$ cat config.mk
export PLATFORM = sky130hd
export DESIGN_NAME = seconds_to_calendar_date
export DESIGN_NICKNAME = d
export VERILOG_FILES = /design/src/hw/rtl/s2cd_pkg.sv /design/src/hw/rtl/s2cd_sub_unit.sv /design/src/hw/rtl/s2cd_seq.sv /design/src/hw/rtl/seconds_to_calendar_date.sv
export SDC_FILE = /design/constraint.sdc
export NUM_CORES = 1
export LEC_CHECK = 0
export BUFFER_PORTS_ARGS = -buffer_cell sky130_fd_sc_hd__buf_2
export CAP_MARGIN = 40
export CORE_MARGIN = 3
export CORE_UTILIZATION = 46
export DETAILED_ROUTE_END_ITERATION = 6
export HOLD_SLACK_MARGIN = 0.02
export PLACE_DENSITY = 0.74
export SLEW_MARGIN = 20
export SYNTH_ARGS = -nofsm -noshare
export SYNTH_HDL_FRONTEND = slang
export SYNTH_SLANG_ARGS = --single-unit
export TNS_END_PERCENT = 10
$ cat constraint.sdc
create_clock -name i_clk -period 14.88 [get_ports i_clk]
set_input_delay 1.488 -clock i_clk [delete_from_list [all_inputs] [get_ports i_clk]]
set_output_delay 1.488 -clock i_clk [all_outputs]
set_load 0.01 [all_outputs]
$ cat src/hw/rtl/s2cd_pkg.sv
// Shared types, constants and the month length function for the seconds to date converter.
`timescale 1ns / 1ps

package s2cd_pkg;

    localparam int unsigned SecsPerDay  = 86400;
    localparam int unsigned SecsPerHour = 3600;
    localparam int unsigned SecsPerMin  = 60;
    localparam int unsigned DaysPerQuad = 3 * 365 + 366;
    localparam int unsigned DaysLeap    = 366;
    localparam int unsigned DaysCommon  = 365;
    localparam int unsigned FirstBadSec = 32'd3155760000;

    localparam int unsigned WordW = 32;

    localparam logic [3:0] MonthFeb  = 4'd2;
    localparam logic [3:0] MonthApr  = 4'd4;
    localparam logic [3:0] MonthJun  = 4'd6;
    localparam logic [3:0] MonthSep  = 4'd9;
    localparam logic [3:0] MonthNov  = 4'd11;
    localparam logic [3:0] MonthLast = 4'd12;

    typedef struct packed {
        logic       out_of_range;
        logic [5:0] second_of_minute;
        logic [5:0] minute_of_hour;
        logic [4:0] hour_of_day;
        logic [4:0] day_of_month;
        logic [3:0] month_number;
        logic [6:0] year_of_century;
    } t_result;

    // Every year divisible by four is a leap year over 2000 to 2099.
    function automatic logic [4:0] month_length(input logic [3:0] month,
                                                input logic       leap);
        logic [4:0] len;
        len = 5'd31;
        if (month == MonthApr || month == MonthJun || month == MonthSep ||
            month == MonthNov) begin
            len = 5'd30;
        end else if (month == MonthFeb) begin
            len = leap ? 5'd29 : 5'd28;
        end
        return len;
    endfunction

endpackage

$ cat src/hw/rtl/s2cd_sub_unit.sv
// Shared compare and subtract unit used by every step of the conversion.
`timescale 1ns / 1ps

module s2cd_sub_unit
    import s2cd_pkg::*;
(
    input  logic [WordW-1:0] i_a,
    input  logic [WordW-1:0] i_b,
    output logic [WordW-1:0] o_diff,
    output logic             o_ge
);

    logic [WordW:0] w_wide;

    assign w_wide = {1'b0, i_a} - {1'b0, i_b};
    assign o_diff = w_wide[WordW-1:0];
    assign o_ge   = ~w_wide[WordW];

endmodule

$ cat src/hw/rtl/s2cd_seq.sv
// Sequencer that runs the restoring divisions, year steps and month walk.
`timescale 1ns / 1ps

module s2cd_seq
    import s2cd_pkg::*;
(
    input  logic        i_clk,
    input  logic        i_rst_n,
    input  logic        i_start,
    input  logic [31:0] i_secs,
    output logic        o_idle,
    output logic        o_res_valid,
    input  logic        i_res_ready,
    output t_result     o_res
);

    typedef enum logic [2:0] {
        S_IDLE, S_DAY, S_QUAD, S_YEAR, S_MONTH, S_HOUR, S_MIN, S_DONE
    } t_state;

    t_state           r_state;
    logic [WordW-1:0] r_rem;
    logic [15:0]      r_quo;
    logic [3:0]       r_cnt;
    logic [16:0]      r_tod;
    t_result          r_res;

    logic [WordW-1:0] w_a;
    logic [WordW-1:0] w_b;
    logic [WordW-1:0] w_diff;
    logic             w_ge;
    logic [15:0]      n_quo;
    logic [WordW-1:0] n_rem;

    s2cd_sub_unit u_sub (
        .i_a    (w_a),
        .i_b    (w_b),
        .o_diff (w_diff),
        .o_ge   (w_ge)
    );

    // Operand selection for the shared unit; divisions shift the divisor down a bit a cycle.
    always_comb begin
        w_a = r_rem;
        w_b = '0;
        unique case (r_state)
            S_IDLE: begin
                w_a = i_secs;
                w_b = WordW'(FirstBadSec);
            end
            S_DAY:   w_b = WordW'(SecsPerDay) << r_cnt;
            S_QUAD:  w_b = WordW'(DaysPerQuad) << r_cnt;
            S_YEAR:  w_b = (r_cnt == 4'd0) ? WordW'(DaysLeap) : WordW'(DaysCommon);
            S_MONTH: w_b = WordW'(month_length(r_res.month_number,
                                               r_res.year_of_century[1:0] == 2'd0));
            S_HOUR:  w_b = WordW'(SecsPerHour) << r_cnt;
            S_MIN:   w_b = WordW'(SecsPerMin) << r_cnt;
            S_DONE:  w_b = '0;
            default: w_b = '0;
        endcase
    end

    always_comb begin
        n_quo = r_quo;
        n_quo[r_cnt] = w_ge;
        n_rem = w_ge ? w_diff : r_rem;
    end

    always_ff @(posedge i_clk) begin
        if (!i_rst_n) begin
            r_state <= S_IDLE;
            r_cnt   <= '0;
        end else begin
            unique case (r_state)
                S_IDLE: begin
                    if (i_start) begin
                        r_res <= '0;
                        r_rem <= i_secs;
                        r_quo <= '0;
                        r_cnt <= 4'd15;
                        if (w_ge) begin
                            r_res.out_of_range <= 1'b1;
                            r_state            <= S_DONE;
                        end else begin
                            r_state <= S_DAY;
                        end
                    end
                end
                S_DAY: begin
                    r_quo <= n_quo;
                    r_rem <= n_rem;
                    r_cnt <= r_cnt - 4'd1;
                    if (r_cnt == 4'd0) begin
                        r_tod   <= n_rem[16:0];
                        r_rem   <= {16'd0, n_quo};
                        r_quo   <= '0;
                        r_cnt   <= 4'd4;
                        r_state <= S_QUAD;
                    end
                end
                S_QUAD: begin
                    r_quo <= n_quo;
                    r_rem <= n_rem;
                    r_cnt <= r_cnt - 4'd1;
                    if (r_cnt == 4'd0) begin
                        r_res.year_of_century <= {n_quo[4:0], 2'b00};
                        r_cnt                 <= '0;
                        r_state               <= S_YEAR;
                    end
                end
                S_YEAR: begin
                    if (w_ge) begin
                        r_rem                 <= w_diff;
                        r_res.year_of_century <= r_res.year_of_century + 7'd1;
                        r_cnt                 <= r_cnt + 4'd1;
                    end
                    if (!w_ge || r_cnt == 4'd2) begin
                        r_res.month_number <= 4'd1;
                        r_state            <= S_MONTH;
                    end
                end
                S_MONTH: begin
                    if (r_res.month_number != MonthLast && w_ge) begin
                        r_rem              <= w_diff;
                        r_res.month_number <= r_res.month_number + 4'd1;
                    end else begin
                        r_res.day_of_month <= r_rem[4:0] + 5'd1;
                        r_rem              <= {15'd0, r_tod};
                        r_quo              <= '0;
                        r_cnt              <= 4'd4;
                        r_state            <= S_HOUR;
                    end
                end
                S_HOUR: begin
                    r_quo <= n_quo;
                    r_rem <= n_rem;
                    r_cnt <= r_cnt - 4'd1;
                    if (r_cnt == 4'd0) begin
                        r_res.hour_of_day <= n_quo[4:0];
                        r_quo             <= '0;
                        r_cnt             <= 4'd5;
                        r_state           <= S_MIN;
                    end
                end
                S_MIN: begin
                    r_quo <= n_quo;
                    r_rem <= n_rem;
                    r_cnt <= r_cnt - 4'd1;
                    if (r_cnt == 4'd0) begin
                        r_res.minute_of_hour   <= n_quo[5:0];
                        r_res.second_of_minute <= n_rem[5:0];
                        r_state                <= S_DONE;
                    end
                end
                S_DONE: begin
                    if (i_res_ready) begin
                        r_state <= S_IDLE;
                    end
                end
                default: r_state <= S_IDLE;
            endcase
        end
    end

    assign o_idle      = (r_state == S_IDLE);
    assign o_res_valid = (r_state == S_DONE);
    assign o_res       = r_res;

endmodule

$ cat src/hw/rtl/seconds_to_calendar_date.sv
// Top level of the seconds to calendar date converter with its output register.
`timescale 1ns / 1ps
// Converts a count of seconds since 2000-01-01 00:00:00 into year of century,
// month, day, hour, minute and second, valid for 2000 to 2099.
// The slave stream takes one 32-bit second count per transaction; the master
// stream returns one result transaction per input. Inputs past the end of
// 2099 return out_of_range set and all other fields zero.
// One compare and subtract unit does all the work for an input, one quotient
// bit, year step or month step per cycle (16 quotient bits for days, 5 for
// four-year periods, up to 3 year steps, up to 12 month steps, 5 bits for
// hours and 6 for minutes). Out-of-range inputs skip these steps and go
// straight to the result.
// The slave side is ready only while the sequencer is idle. A finished result
// moves into the output register, so a new input is taken while it waits.
// If the receiver stalls, the next result holds in the sequencer and no
// further input is taken until the output register frees up.
// Reset clears the sequencer and the output valid flag; an input in flight
// and a result not yet taken are lost.

module seconds_to_calendar_date
    import s2cd_pkg::*;
(
    input  logic        i_clk,
    input  logic        i_rst_n,
    input  logic        i_s_axis_tvalid,
    output logic        o_s_axis_tready,
    input  logic [31:0] i_s_axis_tdata,  // [31:0] seconds_since_2000
    output logic        o_m_axis_tvalid,
    input  logic        i_m_axis_tready,
    // [6:0] year_of_century, [10:7] month_number, [15:11] day_of_month,
    // [20:16] hour_of_day, [26:21] minute_of_hour, [32:27] second_of_minute,
    // [33] out_of_range, [39:34] zero
    output logic [39:0] o_m_axis_tdata
);

    logic    w_idle;
    logic    w_res_valid;
    logic    w_res_ready;
    t_result w_res;

    logic    r_out_valid;
    t_result r_out;

    assign o_s_axis_tready = w_idle;
    assign w_res_ready     = !r_out_valid || i_m_axis_tready;

    s2cd_seq u_seq (
        .i_clk       (i_clk),
        .i_rst_n     (i_rst_n),
        .i_start     (i_s_axis_tvalid),
        .i_secs      (i_s_axis_tdata),
        .o_idle      (w_idle),
        .o_res_valid (w_res_valid),
        .i_res_ready (w_res_ready),
        .o_res       (w_res)
    );

    always_ff @(posedge i_clk) begin
        if (!i_rst_n) begin
            r_out_valid <= 1'b0;
        end else begin
            if (w_res_ready) begin
                r_out_valid <= w_res_valid;
            end
        end
        if (w_res_ready && w_res_valid) begin
            r_out <= w_res;
        end
    end

    assign o_m_axis_tvalid = r_out_valid;
    assign o_m_axis_tdata  = {6'd0, r_out};

endmodule

==> flow_summary.yaml, run 1 <==
run_status:
  status: "finished clean"
setup_path:
  rrSetupSlack_ps: 9000
  cp_slowest_cell: "a311oi_1"
  path_max_fanout: 41
  start_kind: "flip-flop"
  required_ps: 14940
  end_kind: "flip-flop"
  worst_path_largest_cell_delay_ps: 600
  arrival_ps: 5940
  critPathKind: "reg2reg"
  crit_chain: "buf_4 > inv_1 > ha_1 > and2_1 > a222oi_1 > inv_1 > fa_1 > nand2b_1 > a21o_1 > a211oi_2 > o2111ai_2 > nand3_4 > buf_16 > a21oi_1 > buf_4 > a311oi_1"
timing:
  period_share_pct: 39.5
  finalHoldViolCount: 0
  tns_ps: 0
  period_minus_slack_ps: 5880
  clock-skew-final_ps: 16.2
  slew_viol_final: 0
  finalWorstSetupSlack_ps: 9000
  slew_headroom_pct: 43.8
  fmax_mhz: 170
  finalSetupViolations: 0
  tightest_slew_ps: 840
  whs_ps: 419
  rsz0062_at_grt: "false"
cts:
  post_cts_buffers: 0
  cts_tree: "yes"
  cts_buffer_depth: 2
  clkTransAtPathRegs_ps: 70
  clock-sinks: 141
  cts_resized: 0
  clockRootBuffer: "clkbuf_16"
  cts_made_buffers: 17
  htreeDepth: 4
  postCtsHoldBufs: 0
  clk_latency_ps: 440
synthesis:
  synth_compound_area_share_pct: 21.7
  yosysSeqAreaShare_pct: 42.5
  synth_top_family_by_area: "compound AO/OA/AOI/OAI gates"
  syn_avg_cell_area_um2: 9.13
  synthArstFlopShare_pct: 0
  synth-xor-area-share_pct: 3.58
  syn_inst: 1070
  synth-warning-count: 0
  synthFlopType: "edfxtp_1"
  synth_area_mm2: 0.00977
  yosys.area_share.simple_pct: 18.0
  synth_edf_count: 133
  ys_seq_elements: 141
  ys_types: 80
  synth_mux_area_share_pct: 3.98
  synth_fa_ha_area_share_pct: 5.84
floorplan:
  die_area_mm2: 0.0230
  die_w_um: 152
  rows: 52
  dieHeight_um: 152
  ios: 78
  initial_core_util_pct: 47.5
  coreArea_mm2: 0.0206
routing:
  vias: 8625
  drcViolationCount: 0
  wire_per_inst_um: 19.5
  drt-initial-drc-count: 938
  routed_wl_um: 27300
  via_per_inst: 6.17
  drt_pass1_iterations: 5
  ant_nets: 0
cells_and_area:
  areaGrowthSynthToFinish_pct: 12.1
  layout_common_cells: "nand2_1 (189), edfxtp_1 (133), nor2_1 (112), a21oi_1 (81), buf_2 (72)"
  final_common_cell: "nand2_1"
  diodes: 0
  num-fill-cells: 1894
  post_layout_nonfiller_instances: 1398
  nets: 1196
  drive_gt1_share_pct: 14.8
placed_design:
  pre_cts_slack_ps: 8680
  place_hpwl_um: 19100
  gp_congestion: 0.959
  io_buffer_count: 71
  dp.cells: 1362
run:
  cap_viol_max_count: 0
global_routing:
  grt_start_max_net_pins: 42
  first_global_vias: 8065
  grt_pass1_wl_um: 42800
  grt_antenna_before_repair: 0
  grt_overflow: 0
  grt_util_all_layers_pct: 23.8
min_path:
  min_path_type: "reg2reg"
## worst max-delay path, delay by kind of cell (launching register included)
kind / cells / cell delay (ps)
buffers and inverters: 5 / 1340
AOI/OAI and AO/OA: 6 / 2070
adders and majority gates: 2 / 900
DFF: 1 / 310
and+or+nand+nor: 3 / 850
## kinds of logic (layout without fill, tap and decap cells)
| kind of cell | after synthesis | in the layout |
|---|---|---|
| compound gates | 315 | 315 |
| xor+xnor | 40 | 40 |
| fa+ha+maj | 45 | 45 |
| buf+inv | 92 | 145 |
| flops | 141 | 141 |
| mux | 34 | 34 |
| other cells | 1 | 6 |
| simple gates | 402 | 402 |
## cell type report
type                       instances  area (um^2)  share of cell area [%]
clock inverter                    15          170                    1.55
timing repair buffer              93          563                    5.14
clock buffer                      17          425                    3.88
tap                              270          338                    3.08
multi-input combinational        842         5230                    47.7
inverter                          20         75.1                   0.685
sequential                       141         4150                    37.9
## cell usage after synthesis (11+ instances only)
library cell / n / area share [%]
a21o_1: 20 / 1.5
a21oi_1: 81 / 4.1
a22oi_1: 24 / 1.8
a31oi_1: 11 / 0.70
clkbuf_1: 42 / 1.6
edfxtp_1: 133 / 41
ha_1: 44 / 5.6
inv_1: 18 / 0.69
mux2_2: 16 / 1.8
mux2i_1: 15 / 1.5
nand2_1: 189 / 7.3
nand2b_1: 15 / 0.96
nand3_1: 24 / 1.2
nor2_1: 113 / 4.3
nor2b_1: 13 / 0.83
nor3_1: 12 / 0.61
o211ai_1: 16 / 1.2
o21ai_0: 61 / 3.1
xnor2_1: 27 / 2.4
xor2_1: 13 / 1.2
## sequential cells by signal, summed over array words and instances, names as in the netlist
name and flops:
o_m_axis_tdata 34, o_m_axis_tvalid 1, u_seq.o_res 34, u_seq.r_cnt 4
u_seq.r_quo 16, u_seq.r_rem 32, u_seq.r_state 3, u_seq.r_tod 17
## worst paths after layout
check / from / end / depth (start not counted)
max: u_seq.r_cnt[0] / u_seq.o_res[10] / 16
min reg2reg: u_seq.o_res[18] / o_m_axis_tdata[18] / 0
max reg2reg: u_seq.r_cnt[0] / u_seq.o_res[10] / 16
min: u_seq.o_res[18] / o_m_axis_tdata[18] / 0
## per-layer routing
metal,up-vias,global-route usage [%],wire [um]
met4,0,9.43,692
met2,470,36.8,12500
met1,4058,32.8,11600
met3,65,5.12,2530
met5,-,0,0
li1,4032,-,-
## through the flow
step                util, %  instance area (um^2)
global route           53.3                 11000
CTS                    53.1                 10900
finish                 53.3                 11000
detailed placement     50.2                 10300
global placement       49.9                 10200
floorplan                 -                  9790
Power of run 1 is not shown: default switching activity piles up to over one toggle a cycle in this logic, so the estimate is an artifact.
==> run 2: changes to the inputs <==
--- a/config.mk
+++ b/config.mk
@@ -5,6 +5,7 @@
 export SDC_FILE = /design/constraint.sdc
 export NUM_CORES = 1
 export LEC_CHECK = 0
+export ABC_AREA = 1
 export BUFFER_PORTS_ARGS = -buffer_cell sky130_fd_sc_hd__buf_2
 export CAP_MARGIN = 40
 export CORE_MARGIN = 3
==> constraint.sdc (replaced) <==
create_clock -name i_clk -period 5.8 [get_ports i_clk]
set_input_delay 0.58 -clock i_clk [delete_from_list [all_inputs] [get_ports i_clk]]
set_output_delay 0.58 -clock i_clk [all_outputs]
set_load 0.01 [all_outputs]
==> run 2 against run 1 <==
Net effect:
- utilization shrank 0.61 points
- sequential cell count unchanged
- clock skew fell by 3.0 ps
- largest cell class unchanged
- critical path type unchanged
- critical endpoint is now u_seq.o_res[7]
- highest routed layer unchanged
- sequential share of layout area fell by 3.5 points
==> flow_summary.yaml, run 2 <==
setup_path:
  critPathKind: "reg2reg"
  start_kind: "flip-flop"
  required_ps: 5880
  end_kind: "flip-flop"
  arrival_ps: 5060
  path_max_fanout: 32
cells_and_area:
  areaGrowthSynthToFinish_pct: 11.3
  drive_gt1_share_pct: 11.6
  post_layout_nonfiller_instances: 1942
  final_common_cell: "nand2_1"
  diodes: 0
  nets: 1697
  num-fill-cells: 2257
  layout_common_cells: "nand2_1 (479), inv_1 (197), nor2_1 (172), nand3_1 (140), edfxtp_1 (133)"
  post-route-cell-area_mm2: 0.0121
placed_design:
  pre_cts_slack_ps: 976
  io_buffer_count: 71
  place_hpwl_um: 24400
  gp_congestion: 0.963
  post_dp_cell_area_mm2: 0.0115
  dp.cells: 1909
synthesis:
  synthTopCellsByCount: "nand2_1 (479), inv_1 (197), nor2_1 (176)"
  synth_area_mm2: 0.0108
  synthArstFlopShare_pct: 0
  yosysSeqAreaShare_pct: 38.3
  syn_inst: 1558
  yosysTopAreaCell: "edfxtp_1"
  synth-warning-count: 0
  synth_area_leaders: "edfxtp_1 (37%), nand2_1 (17%), inv_1 (6.8%)"
  synthFlopType: "edfxtp_1"
  synth_edf_count: 133
  ys_types: 49
  ys_seq_elements: 141
  synth_most_common_cell: "nand2_1"
  syn_avg_cell_area_um2: 6.96
  synth.top_cell.area_share_pct: 36.8
timing:
  clock-skew-final_ps: 13.2
  finalWorstSetupSlack_ps: 823
  slew_headroom_pct: 52.2
  tightest_slew_ps: 717
  period_share_pct: 85.8
  tns_ps: 0
  finalSetupViolations: 0
  slew_viol_final: 0
  finalHoldViolCount: 0
  fmax_mhz: 201
  rsz0062_at_grt: "false"
  period_minus_slack_ps: 4980
floorplan:
  dieHeight_um: 160
  ios: 78
  rows: 55
  initial_core_util_pct: 47.3
  coreArea_mm2: 0.0229
  die_area_mm2: 0.0255
  die_w_um: 160
routing:
  routed_wl_um: 33200
  wl_met1_um: 14000
  vias: 10700
  wire_per_inst_um: 17.1
  drt_pass1_iterations: 6
  drt-initial-drc-count: 1052
  drcViolationCount: 0
  route.top_layer_used: "met4"
  via_per_inst: 5.48
  met2WireLength_um: 15600
  dr_wl_met3_um: 2540
  ant_nets: 0
cts:
  post_cts_buffers: 0
  clockRootBuffer: "clkbuf_16"
  clock-sinks: 141
  cts_buffer_depth: 2
  cts_tree: "yes"
  clkTransAtPathRegs_ps: 70
  cts_resized: 0
  htreeDepth: 4
  cts_made_buffers: 17
  clk_latency_ps: 430
  postCtsHoldBufs: 0
global_routing:
  grt_overflow: 0
  first_global_vias: 9933
  grt_start_max_net_pins: 58
  grt_pass1_wl_um: 52200
  grt_antenna_before_repair: 0
  grt_util_all_layers_pct: 25.5
run:
  cap_viol_max_count: 0
min_path:
  min_path_type: "reg2reg"
run_status:
  status: "finished clean"
## run 2: critical path, stage by stage, from the launching register on
cell and delay (ps):
dfxtp_1 600, inv_1 240, nor2_1 300, inv_1 230
o21ai_0 280, nand2_1 70, o21ai_0 150, o21ai_0 190
o21ai_0 300, inv_1 120, ha_1 400, nand2_2 110
nor2_2 180, and2_1 170, nand2_2 80, nand2_4 80
nand2_4 50, nand2_4 320, nand2_4 270, a21oi_1 440
## run 2: path summary, 6_finish.rpt
check	startpoint	end	slack, ps	cells past startpoint
setup / recovery	u_seq.r_state[2]	u_seq.o_res[7]	820	19
hold / removal	u_seq.o_res[31]	o_m_axis_tdata[31]	420	0
setup reg to reg	u_seq.r_state[2]	u_seq.o_res[7]	820	19
hold reg to reg	u_seq.o_res[31]	o_m_axis_tdata[31]	420	0
## run 2: layout make-up
cell class	instances	area (um^2)	area share (%)
Clock buffer	17	425	3.52
Clock inverter	15	131	1.09
Inverter	215	807	6.69
Multi-Input combinational cell	1153	5660	46.9
Sequential cell	141	4150	34.4
Tap cell	313	392	3.24
Timing Repair Buffer	88	503	4.17
## run 2: through the flow
step	utilization (%)	hold slack (ps)
floorplan	-	400
global placement	50.1	403
detailed placement	50.1	405
CTS	52.6	416
global route	52.7	414
finish	52.7	417
## run 2: kinds of logic (layout without fill, tap and decap cells)
group	count (synthesis)	after routing	synth area share, %
AND/OR/NAND/NOR	897	897	35.3
multiplexers	2	2	0.185
other	1	6	0.0346
flip-flops	141	141	38.3
buffers and inverters	269	335	10.0
XOR/XNOR	17	17	1.37
AO/OA/AOI/OAI	186	186	9.48
adder cells (fa/ha/maj)	45	45	5.26
## run 2: routing by layer
| layer | vias to the layer above | track usage, % |
|---|---|---|
| li1 | 5178 | - |
| met1 | 4864 | 33.9 |
| met2 | 537 | 42.7 |
| met3 | 71 | 3.93 |
| met4 | 0 | 8.48 |
| met5 | - | 0 |
Power of run 2 is left out for the same reason.
